### src/rtl/core/postfix_index_expression_evaluator_core_assert.svh
// assertion macros for the postfix index expression evaluator core
// used by the front and back files
`ifndef POSTFIX_INDEX_EXPRESSION_EVALUATOR_CORE_ASSERT_SVH
`define POSTFIX_INDEX_EXPRESSION_EVALUATOR_CORE_ASSERT_SVH

// implication checked on every clock edge out of reset
`define PIE_ASSERT_IMP(label, clk, rstn, ante, cons, msg) \
    label: assert property (@(posedge clk) disable iff (!rstn) (ante) |-> (cons)) \
        else $error(msg);

// implication with the consequent checked in the next cycle
`define PIE_ASSERT_NEXT(label, clk, rstn, ante, cons, msg) \
    label: assert property (@(posedge clk) disable iff (!rstn) (ante) |=> (cons)) \
        else $error(msg);

`endif

### src/rtl/core/pie_pkg.sv
// shared types and codes for the postfix index expression evaluator
// no dependencies
`timescale 1ns / 1ps

package pie_pkg;

    typedef enum logic [2:0] {
        OP_LIT    = 3'd0,
        OP_ITER   = 3'd1,
        OP_OFFSET = 3'd2,
        OP_MULT   = 3'd3,
        OP_ADD    = 3'd4,
        OP_SUB    = 3'd5,
        OP_MUL    = 3'd6,
        OP_DIV    = 3'd7
    } op_t;

    typedef enum logic [2:0] {
        ERR_OK      = 3'd0,
        ERR_UNDER   = 3'd1,
        ERR_OVER    = 3'd2,
        ERR_DIVZERO = 3'd3,
        ERR_DEPTH   = 3'd4
    } err_t;

    // classified term handed from front to back
    typedef struct packed {
        op_t         op;
        logic [63:0] lit;
        logic [63:0] itv;
        logic        last;
    } term_t;

endpackage

### src/rtl/core/pie_front.sv
// front end: accepts terms into a two entry queue
// depends on pie_pkg
`timescale 1ns / 1ps

module pie_front (
    input  logic          aclk,
    input  logic          aresetn,
    input  logic          in_valid,
    output logic          in_ready,
    input  pie_pkg::term_t in_term,
    output logic          q_valid,
    input  logic          q_ready,
    output pie_pkg::term_t q_term
);
    import pie_pkg::*;

    term_t      ent_reg [2];
    logic [1:0] cnt_reg, cnt_next;
    logic       rd_reg, rd_next, wr_reg, wr_next;
    logic       push, pop;

    assign in_ready = (cnt_reg != 2'd2);
    assign q_valid  = (cnt_reg != 2'd0);
    assign q_term   = ent_reg[rd_reg];
    assign push     = in_valid && in_ready;
    assign pop      = q_valid && q_ready;

    // pointer and count update
    always_comb begin
        cnt_next = cnt_reg + {1'b0, push} - {1'b0, pop};
        wr_next  = wr_reg ^ push;
        rd_next  = rd_reg ^ pop;
    end

    always_ff @(posedge aclk) begin
        if (!aresetn) begin
            cnt_reg <= '0;
            rd_reg  <= 1'b0;
            wr_reg  <= 1'b0;
        end else begin
            cnt_reg <= cnt_next;
            rd_reg  <= rd_next;
            wr_reg  <= wr_next;
        end
    end

    // queue storage
    always_ff @(posedge aclk) begin
        if (push) begin
            ent_reg[wr_reg] <= in_term;
        end
    end

    `include "postfix_index_expression_evaluator_core_assert.svh"
    `PIE_ASSERT_IMP(a_no_overfill, aclk, aresetn, 1'b1, cnt_reg <= 2'd2, "queue count")
    `PIE_ASSERT_NEXT(a_hold, aclk, aresetn, push && !pop, cnt_reg != 2'd0, "push lost")
    `PIE_ASSERT_IMP(a_ptr, aclk, aresetn, cnt_reg == 2'd0 || cnt_reg == 2'd2, rd_reg == wr_reg, "ptr")
endmodule

### config.mk
export PLATFORM = sky130hd
export DESIGN_NAME = pie_front
export DESIGN_NICKNAME = d
export VERILOG_FILES = /design/src/rtl/core/pie_pkg.sv /design/src/rtl/core/pie_front.sv
export VERILOG_INCLUDE_DIRS = /design/src /design/src/rtl/core
export SDC_FILE = /design/constraint.sdc
export NUM_CORES = 1
export LEC_CHECK = 0
export BUFFER_PORTS_ARGS = -buffer_cell sky130_fd_sc_hd__buf_2
export CORE_AREA = 2 2 213 152
export DETAILED_ROUTE_END_ITERATION = 10
export DIE_AREA = 0 0 215 154
export PLACE_DENSITY = 0.6
export RECOVER_POWER = 25
export SLEW_MARGIN = 0
export SYNTH_ARGS = -nofsm -noshare
export SYNTH_HDL_FRONTEND = slang
export SYNTH_SLANG_ARGS = --single-unit
export TNS_END_PERCENT = 30
### constraint.sdc
create_clock -name aclk -period 10.25 [get_ports aclk]
set_input_delay 0.5125 -clock aclk [delete_from_list [all_inputs] [get_ports aclk]]
set_output_delay 0.5125 -clock aclk [all_outputs]
set_load 0.05 [all_outputs]
==> results.txt <==
outcome - finished clean
dpl hpwl - 13000 um
DRC viols - 0
post-CTS sizing - 0
overall via count from detail_route - 4973
Avg Cell Area, Syn - 23.0 um2
pwr/cell area - 267 mW/mm2
first-pass GRT wire length - 29500 um
fin crit share - 30.4%
main combinational cell family by area after synthesis - multiplexers
core area - 0.0309 mm2
1st-pass router iterations - 4
Max clock buf depth - 3
cts-stage hold buffer count - 0
RePlAce Congestion - 0.748
compound-gate portion of the synthesized area - 0.359%
final core occ - 41.0%
worst setup path class - reg -> out
Fin Setup TNS - 0 ns
Mapped Nets - 578
Final Setup Violations - 0
Worst Hold Margin - 0.166 ns
CTS root buffer - clkbuf_16
total CTS buffers - 27
FP Rows - 54
Synth-to-Final Area Change - 25.3%
vias per inst - 4.26
register area share after synthesis - 79.3%
Final Hold Vio Count - 0
FF+latch count, synth - 269
setup ws final - 7.13 ns
crit end category - output port
die area - 0.0331 mm2
vias in the first global route - 5138
CP peak stage delay - 0.80 ns
Distinct cells, synth - 23
layout cells sized above 1 - 56.6%
maximum clock frequency - 321 MHz
Worst Skew - 0.0102 ns
crit path max fanout - 62
mux share of post-synthesis cell area - 17.8%
largest net degree at the start of global routing - 63
post-synthesis xor/xnor area fraction - 0.0866%
Arr. time, crit path - 2.60 ns
die width - 215 um
YS warnings - 0
Synth Area in Simple Gates - 0.779%
max_slew headroom - 33.1%
worst skew pair latency - 0.52 ns
CTS sink cnt - 269
PortBufs - 269
H-tree depth - 1
Slew Limit Fails - 0
Peak VDD IR - 0.000155 V
Multi-input gate area - 0.00196 mm2
I/O pins - 270
Startpoint Class - register
GRT Resource Usage Total - 11.5%
Tot Pwr - 3.39 mW
Synth Instances - 440
synthesized area - 0.0101 mm2
Most used DFF post-synth - edfxtp_1
Post-synth EDFFs - 264
final worst path period need - 3.12 ns
dpl ws - 7.04 ns
register area - 0.00803 mm2
unrepaired setup endpoints after global routing - false
initial core utilization - 32.7%
Largest register FFs - 264
CTS tree - done
Worst-path clk slew - 0.07 ns
Die Y - 154 um
Total Nets Final - 867
slowest library cell on the worst path - buf_4
adder-cell area share of the yosys netlist - 0.247%
Static Leak - 4.76 nW
gr ovfl total - 0
routed wire length - 19700 um
Avg WL per Cell - 16.8 um
antenna viol nets, final - 0
Slew @ Worst Pin - 1.00 ns
ys async rst share - 0%
number of max-cap violations - 0
worst endpoint required time - 9.74 ns
Min-Delay Path Class - in -> reg
Setup Fix Bufs, Post-CTS - 0
Initial DRC Count - 272
CP Cell Sequence - buf_4, mux2_2, buf_2
Layout fillers - 2881
initial antenna violation count - 4
[Yosys cell counts (2+ instances only)]
cell type    n  area (um2)
nand2b_1     2        12.5
dfxtp_1      5         100
and2_1       4        25.0
buf_6        9         101
mux2_2      52         586
nor2_1       2        7.51
nor2b_1      2        12.5
ha_1         2        25.0
mux2_4      80        1200
edfxtp_1   264        7930
buf_2        5        25.0
o21ai_0      2        10.0
[power breakdown]
part | leakage [nW] | internal [mW] | switching (mW)
sequential | 2.51 | 1.36 | 0.0405
combinational | 1.86 | 0.329 | 0.764
clock | 0.386 | 0.506 | 0.385
[worst paths after layout]
check               from        endpoint  slack, ns  depth (start not counted)
max             register      q_term[19]       7.13                          3
min          in_term[96]  ent_reg[1][96]       0.17                          1
max reg2reg   cnt_reg[0]  ent_reg[0][97]       7.16                          5
min reg2reg       rd_reg        register       0.59                          2
[cells by family after synthesis]
family                     after synthesis
AOI/OAI and AO/OA                        5
DFF                                    269
xor gates and xnor gates                 1
adders and majority gates                2
muxes                                  133
and+or+nand+nor                         14
buffers and inverters                   16
[cell type report]
class	count	share of cell area, %
flip-flops and latches	269	63.4
repair buffers	275	10.8
diodes	1	0.0197
clock buffers	34	5.54
inverters	1	0.0296
clock inverters	13	0.671
well taps	420	4.15
multi-input cells	155	15.5
[layer usage]
| layer | vias up | global-route usage (%) | part of all wire [%] |
|---|---|---|---|
| li1 | 2326 | - | - |
| met1 | 2438 | 15.0 | 44 |
| met2 | 167 | 18.1 | 45 |
| met3 | 40 | 4.53 | 8.4 |
| met4 | 2 | 2.63 | 2.1 |
| met5 | - | 0 | 0.046 |
[stage by stage]
step | cells | area, um2
floorplan | 440 | 10100
detailed placement | 1120 | 11900
CTS | 1167 | 12700
global placement | 1120 | 11900
finish | 1168 | 12700
global route | 1167 | 12700
[critical path, delay by kind of cell, from the launching register on]
family	cells	cell delay, ns
muxes	1	0.42
buffers and inverters	2	1.01
DFF	1	0.57
[cell usage in the layout, fill, tap and decap left out, drive strengths merged, types with 4 or more instances in the layout]
| cell | count |
|---|---|
| mux2 | 132 |
| buf | 254 |
| and2 | 4 |
| dfxtp | 5 |
| clkbuf | 55 |
| edfxtp | 264 |
| clkinv | 12 |
(Power assumes the default switching activity.)
